$ cat src/rtl/rs485uf_pkg.sv
`timescale 1ns / 1ps
// ----------------------------------------------------------------------------
// rs485uf_pkg
// Types and constants of the buffered RS485 UART front end.
// ----------------------------------------------------------------------------
package rs485uf_pkg;

  localparam int RxDepth = 64;
  localparam int TxDepth = 64;
  localparam int RxPtrW  = $clog2(RxDepth);
  localparam int TxPtrW  = $clog2(TxDepth);
  localparam logic [RxPtrW-1:0] RxLast = RxPtrW'(RxDepth - 1);
  localparam logic [TxPtrW-1:0] TxLast = TxPtrW'(TxDepth - 1);

  localparam int ByteW  = 8;
  localparam int FillW  = 6;
  localparam int ModeW  = 3;
  localparam int CfgW   = 4;
  localparam logic [CfgW-1:0] DataBitsReset = 4'd8;

  typedef enum logic [ModeW-1:0] {
    MODE_RX_BYTE    = 3'd0,
    MODE_HOST_READ  = 3'd1,
    MODE_HOST_WRITE = 3'd2,
    MODE_TX_READY   = 3'd3,
    MODE_TX_DONE    = 3'd4
  } mode_e;

  // One result as held in the result register; the two ring bytes come
  // from the RAM read registers and are selected by the two flags.
  typedef struct packed {
    logic             status;
    logic             rd_sel;
    logic             line_sel;
    logic             drive_enable;
    logic             ready_request;
    logic [FillW-1:0] rx_fill;
    logic [FillW-1:0] tx_fill;
    logic             rx_overrun;
    logic             tx_overrun;
  } result_t;

endpackage

$ cat src/rtl/rs485uf_in_if.sv
`timescale 1ns / 1ps
// ----------------------------------------------------------------------------
// rs485uf_in_if
// Event request channel: mode and data byte with valid/ready.
// ----------------------------------------------------------------------------
interface rs485uf_in_if;
  logic       valid;
  logic       ready;
  logic [2:0] mode;
  logic [7:0] data_byte;

  modport source (output valid, output mode, output data_byte, input ready);
  modport sink   (input valid, input mode, input data_byte, output ready);
  modport monitor (input valid, input ready, input mode, input data_byte);
endinterface

$ cat src/rtl/rs485uf_out_if.sv
`timescale 1ns / 1ps
// ----------------------------------------------------------------------------
// rs485uf_out_if
// Result channel: one result per request with valid/ready.
// ----------------------------------------------------------------------------
interface rs485uf_out_if;
  logic       valid;
  logic       ready;
  logic       status;
  logic [7:0] read_data;
  logic       line_valid;
  logic [7:0] line_byte;
  logic       drive_enable;
  logic       ready_request;
  logic [5:0] rx_fill;
  logic [5:0] tx_fill;
  logic       rx_overrun;
  logic       tx_overrun;

  modport source (output valid, output status, output read_data, output line_valid,
                  output line_byte, output drive_enable, output ready_request,
                  output rx_fill, output tx_fill, output rx_overrun,
                  output tx_overrun, input ready);
  modport sink   (input valid, input status, input read_data, input line_valid,
                  input line_byte, input drive_enable, input ready_request,
                  input rx_fill, input tx_fill, input rx_overrun,
                  input tx_overrun, output ready);
  modport monitor (input valid, input ready, input status, input read_data,
                   input line_valid, input line_byte, input drive_enable,
                   input ready_request, input rx_fill, input tx_fill,
                   input rx_overrun, input tx_overrun);
endinterface

$ cat src/rtl/rs485uf_cfg_if.sv
`timescale 1ns / 1ps
// ----------------------------------------------------------------------------
// rs485uf_cfg_if
// Configuration write channel carrying the character width.
// ----------------------------------------------------------------------------
interface rs485uf_cfg_if;
  logic       valid;
  logic       ready;
  logic [3:0] data_bits;

  modport source (output valid, output data_bits, input ready);
  modport sink   (input valid, input data_bits, output ready);
  modport monitor (input valid, input ready, input data_bits);
endinterface

$ cat src/rtl/rs485_buffered_uart_front.sv
`timescale 1ns / 1ps
// ----------------------------------------------------------------------------
// rs485_buffered_uart_front
// Receive and transmit byte rings with direction control for an RS485 UART.
// ----------------------------------------------------------------------------
//   channel  dir  handshake     carries
//   req_i    in   valid/ready   mode, data_byte
//   rsp_o    out  valid/ready   status, read_data, line and ring status
//   cfg_i    in   valid/ready   data_bits
//
// One request per cycle sustained while results are taken; a result is
// offered once its request has passed the request register and the result
// register (the request register feeds the ring logic, which loads the result
// register and the ring RAM read register). Reset clears pointers, levels and
// flags at once; the ring RAMs need no clearing. A stalled result holds the
// request register, which then holds off req_i.
module rs485_buffered_uart_front
  import rs485uf_pkg::*;
(
  input  logic         clk_i,
  input  logic         rst_ni,
  rs485uf_in_if.sink   req_i,
  rs485uf_out_if.source rsp_o,
  rs485uf_cfg_if.sink  cfg_i
);

  logic              item_valid_q;
  logic [ModeW-1:0]  mode_q;
  logic [ByteW-1:0]  byte_q;
  logic [CfgW-1:0]   data_bits_q;
  logic              advance;
  logic              res_valid;
  result_t           res;
  logic              rx_we, rx_re, tx_we, tx_re;
  logic [RxPtrW-1:0] rx_waddr, rx_raddr;
  logic [TxPtrW-1:0] tx_waddr, tx_raddr;
  logic [ByteW-1:0]  rx_wdata, tx_wdata, rx_rdata, tx_rdata;

  assign cfg_i.ready = 1'b1;
  assign req_i.ready = !item_valid_q || advance;

  always_ff @(posedge clk_i or negedge rst_ni) begin
    if (!rst_ni) begin
      data_bits_q  <= DataBitsReset;
      item_valid_q <= 1'b0;
    end else begin
      if (cfg_i.valid) begin
        data_bits_q <= cfg_i.data_bits;
      end
      if (req_i.ready) begin
        item_valid_q <= req_i.valid;
      end
    end
  end

  always_ff @(posedge clk_i) begin
    if (req_i.valid && req_i.ready) begin
      mode_q <= req_i.mode;
      byte_q <= req_i.data_byte;
    end
  end

  rs485uf_ctrl u_ctrl (
    .clk_i        (clk_i),
    .rst_ni       (rst_ni),
    .item_valid_i (item_valid_q),
    .mode_i       (mode_q),
    .data_byte_i  (byte_q),
    .data_bits_i  (data_bits_q),
    .res_ready_i  (rsp_o.ready),
    .advance_o    (advance),
    .res_valid_o  (res_valid),
    .res_o        (res),
    .rx_we_o      (rx_we),
    .rx_waddr_o   (rx_waddr),
    .rx_wdata_o   (rx_wdata),
    .rx_re_o      (rx_re),
    .rx_raddr_o   (rx_raddr),
    .tx_we_o      (tx_we),
    .tx_waddr_o   (tx_waddr),
    .tx_wdata_o   (tx_wdata),
    .tx_re_o      (tx_re),
    .tx_raddr_o   (tx_raddr)
  );

  rs485uf_ram #(.Depth(RxDepth), .Width(ByteW)) u_rx_ram (
    .clk_i   (clk_i),
    .we_i    (rx_we),
    .waddr_i (rx_waddr),
    .wdata_i (rx_wdata),
    .re_i    (rx_re),
    .raddr_i (rx_raddr),
    .rdata_o (rx_rdata)
  );

  rs485uf_ram #(.Depth(TxDepth), .Width(ByteW)) u_tx_ram (
    .clk_i   (clk_i),
    .we_i    (tx_we),
    .waddr_i (tx_waddr),
    .wdata_i (tx_wdata),
    .re_i    (tx_re),
    .raddr_i (tx_raddr),
    .rdata_o (tx_rdata)
  );

  assign rsp_o.valid         = res_valid;
  assign rsp_o.status        = res.status;
  assign rsp_o.read_data     = res.rd_sel ? rx_rdata : '0;
  assign rsp_o.line_valid    = res.line_sel;
  assign rsp_o.line_byte     = res.line_sel ? tx_rdata : '0;
  assign rsp_o.drive_enable  = res.drive_enable;
  assign rsp_o.ready_request = res.ready_request;
  assign rsp_o.rx_fill       = res.rx_fill;
  assign rsp_o.tx_fill       = res.tx_fill;
  assign rsp_o.rx_overrun    = res.rx_overrun;
  assign rsp_o.tx_overrun    = res.tx_overrun;

endmodule

$ cat src/rtl/rs485uf_ram.sv
`timescale 1ns / 1ps
// ----------------------------------------------------------------------------
// rs485uf_ram
// Simple dual-port RAM, one write and one registered read port.
// ----------------------------------------------------------------------------
module rs485uf_ram #(
  parameter int Depth = 64,
  parameter int Width = 8
) (
  input  logic                     clk_i,
  input  logic                     we_i,
  input  logic [$clog2(Depth)-1:0] waddr_i,
  input  logic [Width-1:0]         wdata_i,
  input  logic                     re_i,
  input  logic [$clog2(Depth)-1:0] raddr_i,
  output logic [Width-1:0]         rdata_o
);

  logic [Width-1:0] mem_q [Depth];
  logic [Width-1:0] rdata_q;

  always_ff @(posedge clk_i) begin
    if (we_i) begin
      mem_q[waddr_i] <= wdata_i;
    end
  end

  // Read data holds while no read is issued.
  always_ff @(posedge clk_i) begin
    if (re_i) begin
      rdata_q <= mem_q[raddr_i];
    end
  end

  assign rdata_o = rdata_q;

endmodule

$ cat src/rtl/rs485uf_ctrl.sv
`timescale 1ns / 1ps
// ----------------------------------------------------------------------------
// rs485uf_ctrl
// Ring pointers, levels, flags and direction control; builds one result.
// ----------------------------------------------------------------------------
module rs485uf_ctrl
  import rs485uf_pkg::*;
(
  input  logic              clk_i,
  input  logic              rst_ni,
  input  logic              item_valid_i,
  input  logic [ModeW-1:0]  mode_i,
  input  logic [ByteW-1:0]  data_byte_i,
  input  logic [CfgW-1:0]   data_bits_i,
  input  logic              res_ready_i,
  output logic              advance_o,
  output logic              res_valid_o,
  output result_t           res_o,
  output logic              rx_we_o,
  output logic [RxPtrW-1:0] rx_waddr_o,
  output logic [ByteW-1:0]  rx_wdata_o,
  output logic              rx_re_o,
  output logic [RxPtrW-1:0] rx_raddr_o,
  output logic              tx_we_o,
  output logic [TxPtrW-1:0] tx_waddr_o,
  output logic [ByteW-1:0]  tx_wdata_o,
  output logic              tx_re_o,
  output logic [TxPtrW-1:0] tx_raddr_o
);

  logic [RxPtrW-1:0] rx_wr_q, rx_wr_d, rx_rd_q, rx_rd_d, rx_lvl_q, rx_lvl_d;
  logic [TxPtrW-1:0] tx_wr_q, tx_wr_d, tx_rd_q, tx_rd_d, tx_lvl_q, tx_lvl_d;
  logic              rx_lost_q, rx_lost_d, tx_lost_q, tx_lost_d;
  logic              drained_q, drained_d, dir_q, dir_d, req_q, req_d;
  logic              res_valid_q, res_valid_d;
  result_t           res_q, res_d;
  logic [RxPtrW-1:0] rx_wr_nxt, rx_rd_nxt;
  logic [TxPtrW-1:0] tx_wr_nxt, tx_rd_nxt;
  logic [ByteW-1:0]  char_mask;
  logic              status, rd_sel, line_sel;

  // Widths below five act as five, widths above eight as eight.
  always_comb begin
    unique case (data_bits_i) inside
      [4'd0:4'd5]: char_mask = 8'h1f;
      4'd6:        char_mask = 8'h3f;
      4'd7:        char_mask = 8'h7f;
      default:     char_mask = 8'hff;
    endcase
  end

  assign rx_wr_nxt = (rx_wr_q == RxLast) ? '0 : rx_wr_q + 1'b1;
  assign rx_rd_nxt = (rx_rd_q == RxLast) ? '0 : rx_rd_q + 1'b1;
  assign tx_wr_nxt = (tx_wr_q == TxLast) ? '0 : tx_wr_q + 1'b1;
  assign tx_rd_nxt = (tx_rd_q == TxLast) ? '0 : tx_rd_q + 1'b1;

  assign advance_o = item_valid_i && (!res_valid_q || res_ready_i);

  assign rx_waddr_o = rx_wr_nxt;
  assign rx_wdata_o = data_byte_i & char_mask;
  assign rx_raddr_o = rx_rd_nxt;
  assign tx_waddr_o = tx_wr_nxt;
  assign tx_wdata_o = data_byte_i;
  assign tx_raddr_o = tx_rd_nxt;

  always_comb begin
    rx_wr_d   = rx_wr_q;
    rx_rd_d   = rx_rd_q;
    rx_lvl_d  = rx_lvl_q;
    tx_wr_d   = tx_wr_q;
    tx_rd_d   = tx_rd_q;
    tx_lvl_d  = tx_lvl_q;
    rx_lost_d = rx_lost_q;
    tx_lost_d = tx_lost_q;
    drained_d = drained_q;
    dir_d     = dir_q;
    req_d     = req_q;
    status    = 1'b0;
    rd_sel    = 1'b0;
    line_sel  = 1'b0;
    rx_we_o   = 1'b0;
    rx_re_o   = 1'b0;
    tx_we_o   = 1'b0;
    tx_re_o   = 1'b0;
    if (advance_o) begin
      unique case (mode_e'(mode_i))
        MODE_RX_BYTE: begin
          if (rx_wr_nxt == rx_rd_q) begin
            rx_lost_d = 1'b1;
          end else begin
            rx_lost_d = 1'b0;
            rx_wr_d   = rx_wr_nxt;
            rx_we_o   = 1'b1;
            rx_lvl_d  = rx_lvl_q + 1'b1;
          end
        end
        MODE_HOST_READ: begin
          if (rx_wr_q == rx_rd_q) begin
            rx_lvl_d = '0;
          end else begin
            rx_rd_d = rx_rd_nxt;
            rx_re_o = 1'b1;
            rd_sel  = 1'b1;
            status  = 1'b1;
            if (rx_lvl_q != '0) begin
              rx_lvl_d = rx_lvl_q - 1'b1;
            end
          end
        end
        MODE_HOST_WRITE: begin
          if (tx_wr_nxt == tx_rd_q) begin
            tx_lost_d = 1'b1;
          end else begin
            dir_d    = 1'b1;
            req_d    = 1'b1;
            tx_wr_d  = tx_wr_nxt;
            tx_we_o  = 1'b1;
            tx_lvl_d = tx_lvl_q + 1'b1;
            status   = 1'b1;
          end
        end
        MODE_TX_READY: begin
          if (req_q) begin
            if (tx_wr_q != tx_rd_q) begin
              tx_rd_d  = tx_rd_nxt;
              tx_re_o  = 1'b1;
              line_sel = 1'b1;
              if (tx_lvl_q != '0) begin
                tx_lvl_d = tx_lvl_q - 1'b1;
              end
            end else begin
              req_d     = 1'b0;
              drained_d = 1'b1;
              tx_lvl_d  = '0;
            end
          end
        end
        MODE_TX_DONE: begin
          if (drained_q) begin
            dir_d     = 1'b0;
            drained_d = 1'b0;
          end
        end
        default: begin
        end
      endcase
    end
  end

  always_comb begin
    res_valid_d = res_valid_q;
    if (advance_o) begin
      res_valid_d = 1'b1;
    end else if (res_ready_i) begin
      res_valid_d = 1'b0;
    end
    res_d               = res_q;
    res_d.status        = status;
    res_d.rd_sel        = rd_sel;
    res_d.line_sel      = line_sel;
    res_d.drive_enable  = dir_d;
    res_d.ready_request = req_d;
    res_d.rx_fill       = FillW'(rx_lvl_d);
    res_d.tx_fill       = FillW'(tx_lvl_d);
    res_d.rx_overrun    = rx_lost_d;
    res_d.tx_overrun    = tx_lost_d;
  end

  always_ff @(posedge clk_i or negedge rst_ni) begin
    if (!rst_ni) begin
      rx_wr_q     <= '0;
      rx_rd_q     <= '0;
      rx_lvl_q    <= '0;
      tx_wr_q     <= '0;
      tx_rd_q     <= '0;
      tx_lvl_q    <= '0;
      rx_lost_q   <= 1'b0;
      tx_lost_q   <= 1'b0;
      drained_q   <= 1'b0;
      dir_q       <= 1'b0;
      req_q       <= 1'b0;
      res_valid_q <= 1'b0;
    end else begin
      rx_wr_q     <= rx_wr_d;
      rx_rd_q     <= rx_rd_d;
      rx_lvl_q    <= rx_lvl_d;
      tx_wr_q     <= tx_wr_d;
      tx_rd_q     <= tx_rd_d;
      tx_lvl_q    <= tx_lvl_d;
      rx_lost_q   <= rx_lost_d;
      tx_lost_q   <= tx_lost_d;
      drained_q   <= drained_d;
      dir_q       <= dir_d;
      req_q       <= req_d;
      res_valid_q <= res_valid_d;
    end
  end

  always_ff @(posedge clk_i) begin
    if (advance_o) begin
      res_q <= res_d;
    end
  end

  assign res_valid_o = res_valid_q;
  assign res_o       = res_q;

endmodule

$ cat src/flat_wrapper.sv
// flat-port wrapper written by rule: the top's interface ports become plain ports
module rs485_buffered_uart_front_flat import rs485uf_pkg::*;
  (clk_i, rst_ni, req_i_valid, req_i_mode, req_i_data_byte, req_i_ready, rsp_o_valid, rsp_o_status, rsp_o_read_data, rsp_o_line_valid, rsp_o_line_byte, rsp_o_drive_enable, rsp_o_ready_request, rsp_o_rx_fill, rsp_o_tx_fill, rsp_o_rx_overrun, rsp_o_tx_overrun, rsp_o_ready, cfg_i_valid, cfg_i_data_bits, cfg_i_ready);
  rs485uf_in_if req_i_i ();
  rs485uf_out_if rsp_o_i ();
  rs485uf_cfg_if cfg_i_i ();
  input  logic clk_i;
  input  logic rst_ni;
  input wire logic [$bits(req_i_i.valid)-1:0] req_i_valid;
  input wire logic [$bits(req_i_i.mode)-1:0] req_i_mode;
  input wire logic [$bits(req_i_i.data_byte)-1:0] req_i_data_byte;
  output wire logic [$bits(req_i_i.ready)-1:0] req_i_ready;
  output wire logic [$bits(rsp_o_i.valid)-1:0] rsp_o_valid;
  output wire logic [$bits(rsp_o_i.status)-1:0] rsp_o_status;
  output wire logic [$bits(rsp_o_i.read_data)-1:0] rsp_o_read_data;
  output wire logic [$bits(rsp_o_i.line_valid)-1:0] rsp_o_line_valid;
  output wire logic [$bits(rsp_o_i.line_byte)-1:0] rsp_o_line_byte;
  output wire logic [$bits(rsp_o_i.drive_enable)-1:0] rsp_o_drive_enable;
  output wire logic [$bits(rsp_o_i.ready_request)-1:0] rsp_o_ready_request;
  output wire logic [$bits(rsp_o_i.rx_fill)-1:0] rsp_o_rx_fill;
  output wire logic [$bits(rsp_o_i.tx_fill)-1:0] rsp_o_tx_fill;
  output wire logic [$bits(rsp_o_i.rx_overrun)-1:0] rsp_o_rx_overrun;
  output wire logic [$bits(rsp_o_i.tx_overrun)-1:0] rsp_o_tx_overrun;
  input wire logic [$bits(rsp_o_i.ready)-1:0] rsp_o_ready;
  input wire logic [$bits(cfg_i_i.valid)-1:0] cfg_i_valid;
  input wire logic [$bits(cfg_i_i.data_bits)-1:0] cfg_i_data_bits;
  output wire logic [$bits(cfg_i_i.ready)-1:0] cfg_i_ready;
  assign req_i_i.valid = req_i_valid;
  assign req_i_i.mode = req_i_mode;
  assign req_i_i.data_byte = req_i_data_byte;
  assign req_i_ready = req_i_i.ready;
  assign rsp_o_valid = rsp_o_i.valid;
  assign rsp_o_status = rsp_o_i.status;
  assign rsp_o_read_data = rsp_o_i.read_data;
  assign rsp_o_line_valid = rsp_o_i.line_valid;
  assign rsp_o_line_byte = rsp_o_i.line_byte;
  assign rsp_o_drive_enable = rsp_o_i.drive_enable;
  assign rsp_o_ready_request = rsp_o_i.ready_request;
  assign rsp_o_rx_fill = rsp_o_i.rx_fill;
  assign rsp_o_tx_fill = rsp_o_i.tx_fill;
  assign rsp_o_rx_overrun = rsp_o_i.rx_overrun;
  assign rsp_o_tx_overrun = rsp_o_i.tx_overrun;
  assign rsp_o_i.ready = rsp_o_ready;
  assign cfg_i_i.valid = cfg_i_valid;
  assign cfg_i_i.data_bits = cfg_i_data_bits;
  assign cfg_i_ready = cfg_i_i.ready;
  rs485_buffered_uart_front u_core (.clk_i(clk_i), .rst_ni(rst_ni), .req_i(req_i_i), .rsp_o(rsp_o_i), .cfg_i(cfg_i_i));
endmodule
$ cat config.mk
export PLATFORM = sky130hd
export DESIGN_NAME = rs485_buffered_uart_front_flat
export DESIGN_NICKNAME = d
export VERILOG_FILES = /design/src/rtl/rs485uf_pkg.sv /design/src/rtl/rs485uf_in_if.sv /design/src/rtl/rs485uf_out_if.sv /design/src/rtl/rs485uf_cfg_if.sv /design/src/rtl/rs485_buffered_uart_front.sv /design/src/rtl/rs485uf_ram.sv /design/src/rtl/rs485uf_ctrl.sv /design/src/flat_wrapper.sv
export SDC_FILE = /design/constraint.sdc
export NUM_CORES = 1
export LEC_CHECK = 0
export ABC_AREA = 1
export BUFFER_PORTS_ARGS = -buffer_cell sky130_fd_sc_hd__buf_2
export CORE_ASPECT_RATIO = 0.8
export CORE_MARGIN = 4
export CORE_UTILIZATION = 45
export CTS_BUF_LIST = sky130_fd_sc_hd__clkbuf_4
export CTS_CLUSTER_DIAMETER = 120
export DETAILED_ROUTE_END_ITERATION = 8
export GPL_TIMING_DRIVEN = 1
export PLACE_DENSITY = 0.69
export SLEW_MARGIN = 5
export SYNTH_ARGS = -nofsm -noshare
export SYNTH_HDL_FRONTEND = slang
export SYNTH_HIERARCHICAL = 1
export SYNTH_SLANG_ARGS = --single-unit
$ cat constraint.sdc
create_clock -name clk_i -period 5.6 [get_ports clk_i]
set_input_delay 1.12 -clock clk_i [delete_from_list [all_inputs] [get_ports clk_i]]
set_output_delay 1.12 -clock clk_i [all_outputs]
set_load 0.1 [all_outputs]
### Yosys cells after proc, flatten, opt, wreduce, memory -nomap -nowiden

Memory sizes are Yosys's and may differ from the RTL's. A register that Yosys moved wholly into a read port is not among the register bits.
Cells that the tools add are included.

| cells by class | value |
|---|---|
| multiplexer cells | 54 |
| reductions and logical operators | 17 |
| $add $sub $neg | 8 |
| order comparisons | 2 |
| equality and inequality tests | 16 |
| bitwise gates (word level) | 4 |

Operators by type and width:

| cell | count |
|---|---|
| two-way mux 6 bit | 13 |
| adder 6 x 1 -> 6 bit, second input constant | 6 |
| two-way mux 1 bit | 32 |
| == test 6 bit, second input constant | 4 |
| one-hot mux 6 bit (2 select lines) | 2 |
| one-hot mux 8 bit (3 select lines) | 1 |
| == test 6 bit | 3 |
| two-way mux 8 bit | 2 |
| nonzero test 6 bit | 2 |
| subtractor 6 x 1 -> 6 bit, second input constant | 2 |
| AND reduction 3 bit | 3 |
| AND 8 bit | 1 |
| == test 4 x 3 -> 1 bit, second input constant | 2 |
| one-hot mux 1 bit (2 select lines) | 4 |
| AND reduction 4 bit | 2 |
| == test 3 x 2 -> 1 bit, second input constant | 2 |
| inequality test 6 bit | 1 |
| greater-or-equal comparator 4 x 1 -> 1 bit, second input constant | 1 |
| <= comparator 4 x 3 -> 1 bit, second input constant | 1 |
| inequality test 2 bit, second input constant | 2 |
| nonzero test 2 bit | 2 |
| == test 3 x 1 -> 1 bit, second input constant | 1 |
| == test 3 bit, second input constant | 1 |
| logical AND 1 bit | 3 |
| 4 further kinds | 8 |

| word-level totals | value |
|---|---|
| output and inout bits | 37 |
| memories kept | 2 |
| bits of input ports | 20 |
| register bits | 77 |
| memory bits (writable) | 1,024 |
| word-level logic and storage cells | 128 |

Memories:

| memory | words | width | rd ports | clocked after memory_dff | write ports | line | RTL |
|---|---|---|---|---|---|---|---|
| u_core.u_rx_ram.mem_q | 64 | 8 | 1 | 1 | 1 | rs485uf_ram.sv:19 | `logic [Width-1:0] mem_q [Depth];` |
| u_core.u_tx_ram.mem_q | 64 | 8 | 1 | 1 | 1 | rs485uf_ram.sv:19 |  |

### Logic depth before layout (Yosys ltp)

| logic depth | value |
|---|---|
| word-level depth | 8 |
| depth in mapped cells | 17 |
| depth with buffers taken out | 15 |

### Hierarchy

The synthesis kept the hierarchy.

Modules (own cells, without submodules):

| module | sequential area each (um^2) | instances | cells each | area an instance (um^2) |
|---|---|---|---|---|
| rs485uf_ram | 15,615.0 | 2 | 1,805 | 21,419.3 |
| rs485uf_ctrl | 1,621.6 | 1 | 531 | 4,126.5 |
| rs485_buffered_uart_front | 456.7 | 1 | 69 | 668.1 |

### Worst setup path before layout

Ideal clock, no wire load.

| path | value |
|---|---|
| path kind | in2out |
| start | in rsp_o_ready |
| end | out req_i_ready |
| arrival time | 2.627 ns |
| required time | 4.480 ns |
| path buffers | 0 |
| setup slack | 1.853 ns |
| cell stages on the path | 6 |
| cell sequence | inv_1 > nand2_1 > nand2_1 > clkinv_1 > inv_1 > nand2_1 |

| on the way | value |
|---|---|
| word-level cells in the longest chain between the ends | 3 |

RTL lines:

| item | line | RTL |
|---|---|---|
| start: declaration | flat_wrapper.sv:24 | `input wire logic [$bits(rsp_o_i.ready)-1:0] rsp_o_ready;` |
| logical OR 1 bit | rs485uf_ctrl.sv:57 | `assign advance_o = item_valid_i && (!res_valid_q \|\| res_ready_i);` |
| logical AND 1 bit | rs485uf_ctrl.sv:57 |  |
| net u_core.advance | rs485_buffered_uart_front.sv:31 | `logic advance;` |
| logical OR 1 bit | rs485_buffered_uart_front.sv:40 | `assign req_i.ready = !item_valid_q \|\| advance;` |
| end: declaration | flat_wrapper.sv:12 | `output wire logic [$bits(req_i_i.ready)-1:0] req_i_ready;` |

The timed path passes the listed nets, and every way through them passes these cells.

### Worst setup path after layout

| path | value |
|---|---|
| start | reg u_core.u_ctrl.tx_wr_q[0] |
| end | mem u_core.u_tx_ram.mem_q[11][2], enable pin |

| on the way | value |
|---|---|
| word-level cells in the longest chain between the ends | 8 |
| elaborated cells on any way between the ends | 9 |
| classes of those cells | add/sub: 1; eq/ne: 2; mux: 6 |

RTL lines:

| item | line | RTL |
|---|---|---|
| start: declaration | rs485uf_ctrl.sv:32 | `logic [TxPtrW-1:0] tx_wr_q, tx_wr_d, tx_rd_q, tx_rd_d, tx_lvl_q, tx_lvl_d;` |
| start signal: assignment | rs485uf_ctrl.sv:187 | `tx_wr_q <= tx_wr_d;` |
| adder 6 x 1 -> 6 bit / == test 6 bit (equally long branches) | rs485uf_ctrl.sv:54 | `assign tx_wr_nxt = (tx_wr_q == TxLast) ? '0 : tx_wr_q + 1'b1;` |
| two-way mux 6 bit * | rs485uf_ctrl.sv:54 |  |
| net u_core.tx_waddr[5] | rs485_buffered_uart_front.sv:36 | `logic [TxPtrW-1:0] tx_waddr, tx_raddr;` |
| == test 6 bit * | rs485uf_ctrl.sv:111 | `if (tx_wr_nxt == tx_rd_q) begin` |
| two-way mux 1 bit * | rs485uf_ctrl.sv:111 |  |
| two-way mux 1 bit * | rs485uf_ctrl.sv:86 | `unique case (mode_e'(mode_i))` |
| two-way mux 1 bit * | rs485uf_ctrl.sv:85 | `if (advance_o) begin` |
| net u_core.tx_we | rs485_buffered_uart_front.sv:34 | `logic rx_we, rx_re, tx_we, tx_re;` |
| two-way mux 1 bit * | rs485uf_ram.sv:23 | `if (we_i) begin` |
| two-way mux 1 bit (implied by the code) * | rs485uf_ram.sv:24 | `mem_q[waddr_i] <= wdata_i;` |
| end: declaration | rs485uf_ram.sv:19 |  |

The timed path passes the listed nets; every way through them passes the cells marked *.

==> flow_summary.toml <==
[synth]
synth-edff-count = 1070
synthTopCellsByArea = "edfxtp_1 67%, nand2_1 11%, nand3_1 9.7%"
synth_area_per_cell_um2 = 11.31
synth-seq-cells = 1117
ys_seq_area_share_pct = 69.93
synth_area_um2 = 47630
synth_warnings = 6
synth_cells = 4210
synth_area_leader_cell = "edfxtp_1"
synth_fp_nets = 4240
ys_async_sr_fraction_pct = 4.208
synth.top_cell.area_share_pct = 67.45
synth_cell_type_count = 42
synth-main-ff-cell = "edfxtp_1"

[setup_path]
critPathSlowestCell = "nand4_1"
max_stage_delay_ps = 960
crit_path_frequent_cell = "nand2_2"
cp-end-kind = "flop"
path_cells = "ha_1 -> nand2_2 -> nor2_4 -> nor2_1 -> nand2_2 -> nand2_2 -> nand2_2 -> nand2_2 -> nor2_4 -> nand2_4 -> nand2_4 -> nor2_8 -> nand4_1 -> nor2_1"
cp-start-kind = "flop"
cpLargestDelayFamily = "simple AND/OR/NAND/NOR gates"
critical_path_class = "reg2reg"
path_max_fanout = 22
crit_buf_inv = 0
critPathRequiredTime_ps = 6280
crit_arrival_ps = 5030

[timing]
setup_viol = 0
skew_ps = 108.4
fin_tns_setup_ps = 0
rsz0062_at_grt = "no"
final_hold_viol_count = 0
worst_pin_slew_ps = 1142
fmax_mhz = 230.0
fin_ws_ps = 1252
post-route-period-util_pct = 77.64
slew_violations = 0
period_needed_ps = 4348
slew-limit-headroom_pct = 23.62

[global_route]
grt_pass1_vias = 31350
gr-total-overflow = 0
grt_pass1_wl_mm = 180.4
antenna_found_initial = 3
grtUsageMet3_pct = 4.858
grt_max_degree = 192
grt_busiest_layer = "met1"
grtUsageMet2_pct = 30.77
use_met1_pct = 31.23
grt_usage_pct = 21.09

[placement]
dp_hpwl_mm = 65.87
placedCellCount = 5474
gp_congestion = 0.8847
place_ws_ps = 1260
placed_cell_area_um2 = 48530
port_buffers = 55

[power]
pwr-share-seq_pct = 33.4
p_sw_share_pct = 43.97
p_leak_uw = 0.01954
powerDensity_nw_per_um2 = 565.2
combPwrFrac_pct = 44.0
pwr-share-clk_pct = 22.7
ir_drop_uv = 570.0
p_switching_uw = 12930
intPower_uw = 16480

[finish]
layout_commonest_cell = "nand2_1"
nNetsFinal = 4397
fin_util_pct = 49.67
layout-drive-gt1-share_pct = 13.56
syn_to_final_growth_pct = 9.257
mostFrequentLayoutCells = "1452 x nand2_1, 1070 x edfxtp_1, 925 x nand3_1, 415 x clkbuf_4, 150 x nor2_1"
stdcell_area_um2 = 52040
finalNonFillerCells = 5970

[die]
die_x_um = 371.8
start_util_pct = 45.46
row_count = 106
core_region_area_um2 = 104800
io_pins = 57
die_height_um = 299
die_area_um2 = 111200

[detailed_routing]
vias = 32740
dr.pass1.iters = 6
vias_per_cell = 5.484
drcViolationCount = 0
totalWireLength_mm = 118.4
routedWlPerCell_um = 19.83
drtAntennaViolNets = 0
drtIter0Drc = 4346

[clocking]
hold_buffers = 0
cts_max_level = 5
cts_made_buffers = 295
cts-root-buf = "clkbuf_4"
cts.sinks = 1117
insertion_delay_ps = 1150
clkTransAtPathRegs_ps = 60
clockBufferDepth = 4
cts_resized = 0
tritoncts = "built"
cts_setup_buffers = 0

[status]
outcome = "finished clean"

[hold_path]
hp-class = "in2async"

[run]
max_cap_viol_count = 0
[metrics by stage]
step | power [uW] | hold slack [ps]
2_1_floorplan | 19410 | 428.5
3_3_place_gp | 22440 | 455.1
3_5_place_dp | 22580 | 445.2
4_1_cts | 29290 | 8.413
5_1_grt | 31250 | 50.33
6_report | 29420 | 130.6
[power groups by stage]
stage | clock [uW] | sequential [uW] | combinational [uW]
2_1_floorplan | 0 | 10100 | 9260
6_report | 6670 | 9820 | 12900
3_3_place_gp | 0 | 9980 | 12500
5_1_grt | 7340 | 9840 | 14100
4_1_cts | 6840 | 9810 | 12600
3_5_place_dp | 0 | 9980 | 12600
[cells by family (layout without fill, tap and decap cells)]
| logic type | Yosys count | in the layout | share of synthesized area, % |
|---|---|---|---|
| and+or+nand+nor | 2624 | 2624 | 23.78 |
| muxes | 1 | 1 | 0.02364 |
| buffers and inverters | 372 | 720 | 4.752 |
| DFF | 1117 | 1117 | 69.93 |
| AOI/OAI and AO/OA | 57 | 57 | 0.7171 |
| adders and majority gates | 10 | 10 | 0.2627 |
| other | 1 | 9 | 0.007873 |
| xor gates and xnor gates | 28 | 28 | 0.5306 |
[cells in the mapped netlist, types with 6 or more instances]
cell,count
a21oi_1,14
buf_1,20
buf_2,79
buf_4,43
buf_6,72
clkbuf_1,33
dfrtp_1,46
edfxtp_1,1070
ha_1,10
inv_1,111
inv_2,6
nand2_1,1452
nand2_2,14
nand2_4,7
nand3_1,925
nand4_1,30
nor2_1,154
nor2_4,6
nor3_1,7
nor4_1,16
o21ai_0,24
o21ai_2,11
xor2_1,25
[flip-flops by register name, summed over array words and instances, names as in the netlist]
signal                     cells
u_core/u_rx_ram/mem_q        512
u_core/u_ctrl/drained_q        1
u_core/u_ctrl/rx_wr_q          6
u_core/u_tx_ram/mem_q        512
u_core/u_ctrl/res_valid_o      1
u_core/u_tx_ram/rdata_o        8
u_core/u_ctrl/dir_q            1
u_core/u_rx_ram/rdata_o        8
u_core/u_ctrl/tx_lost_q        1
u_core/u_ctrl/tx_rd_q          6
u_core/u_ctrl/req_q            1
u_core/u_ctrl/rx_rd_q          6
u_core/u_ctrl/rx_lost_q        1
u_core/u_ctrl/tx_lvl_q         6
u_core/u_ctrl/res_o           19
u_core/u_ctrl/rx_lvl_q         6
u_core/data_bits_q             4
u_core/byte_q                  8
u_core/u_ctrl/tx_wr_q          6
u_core/mode_q                  3
u_core/item_valid_q            1
[worst reg2reg max path, cell delays in order (launching register included)]
cell     delay (ps)
dfrtp_1         430
ha_1            290
nand2_2         120
nor2_4           50
nor2_1          110
nand2_2          70
nand2_2         150
nand2_2          70
nand2_2          80
nor2_4           60
nand2_4         130
nand2_4          90
nor2_8          340
nand4_1         970
nor2_1          960
[metal layers]
metal  vias to the layer above  wire (um)
met5                         -          0
met1                     15730      51200
met2                      1755      52790
met3                       172      12050
li1                      15090          -
met4                         0       2324
[worst paths after layout]
kind | cells after the start | start | end | slack (ps)
worst max-delay path | 14 | u_core/u_ctrl/tx_wr_q[0]$_DFFE_PN0P_ | u_core/u_tx_ram/mem_q[11][2]$_DFFE_PP_ | 1250
worst min-delay path | 2 | rst_ni | u_core/u_ctrl/rx_lvl_q[3]$_DFF_PN0_ | 130
worst max register to register | 14 | u_core/u_ctrl/tx_wr_q[0]$_DFFE_PN0P_ | u_core/u_tx_ram/mem_q[11][2]$_DFFE_PP_ | 1250
worst min register to register | 1 | u_core/u_ctrl/tx_lost_q$_DFF_PN0_ | u_core/u_ctrl/tx_lost_q$_DFF_PN0_ | 460
max in group asynchronous | 2 | rst_ni | u_core/u_ctrl/rx_lvl_q[5]$_DFF_PN0_ | 4980
min in group clk_i | 1 | req_i_data_byte[1] | u_core/byte_q[1]$_DFFE_PP_ | 200
[area by class of cell]
class                   count  area [um2]
clock buffers             415        3115
flip-flops and latches   1117       33310
fillers                  9263       52730
multi-input cells        2721       12160
well taps                1404        1757
clock inverters            73       376.6
diodes                      8       20.02
repair buffers            112       840.8
inverters                 120       466.7
Power figures use the tool's default switching activity.
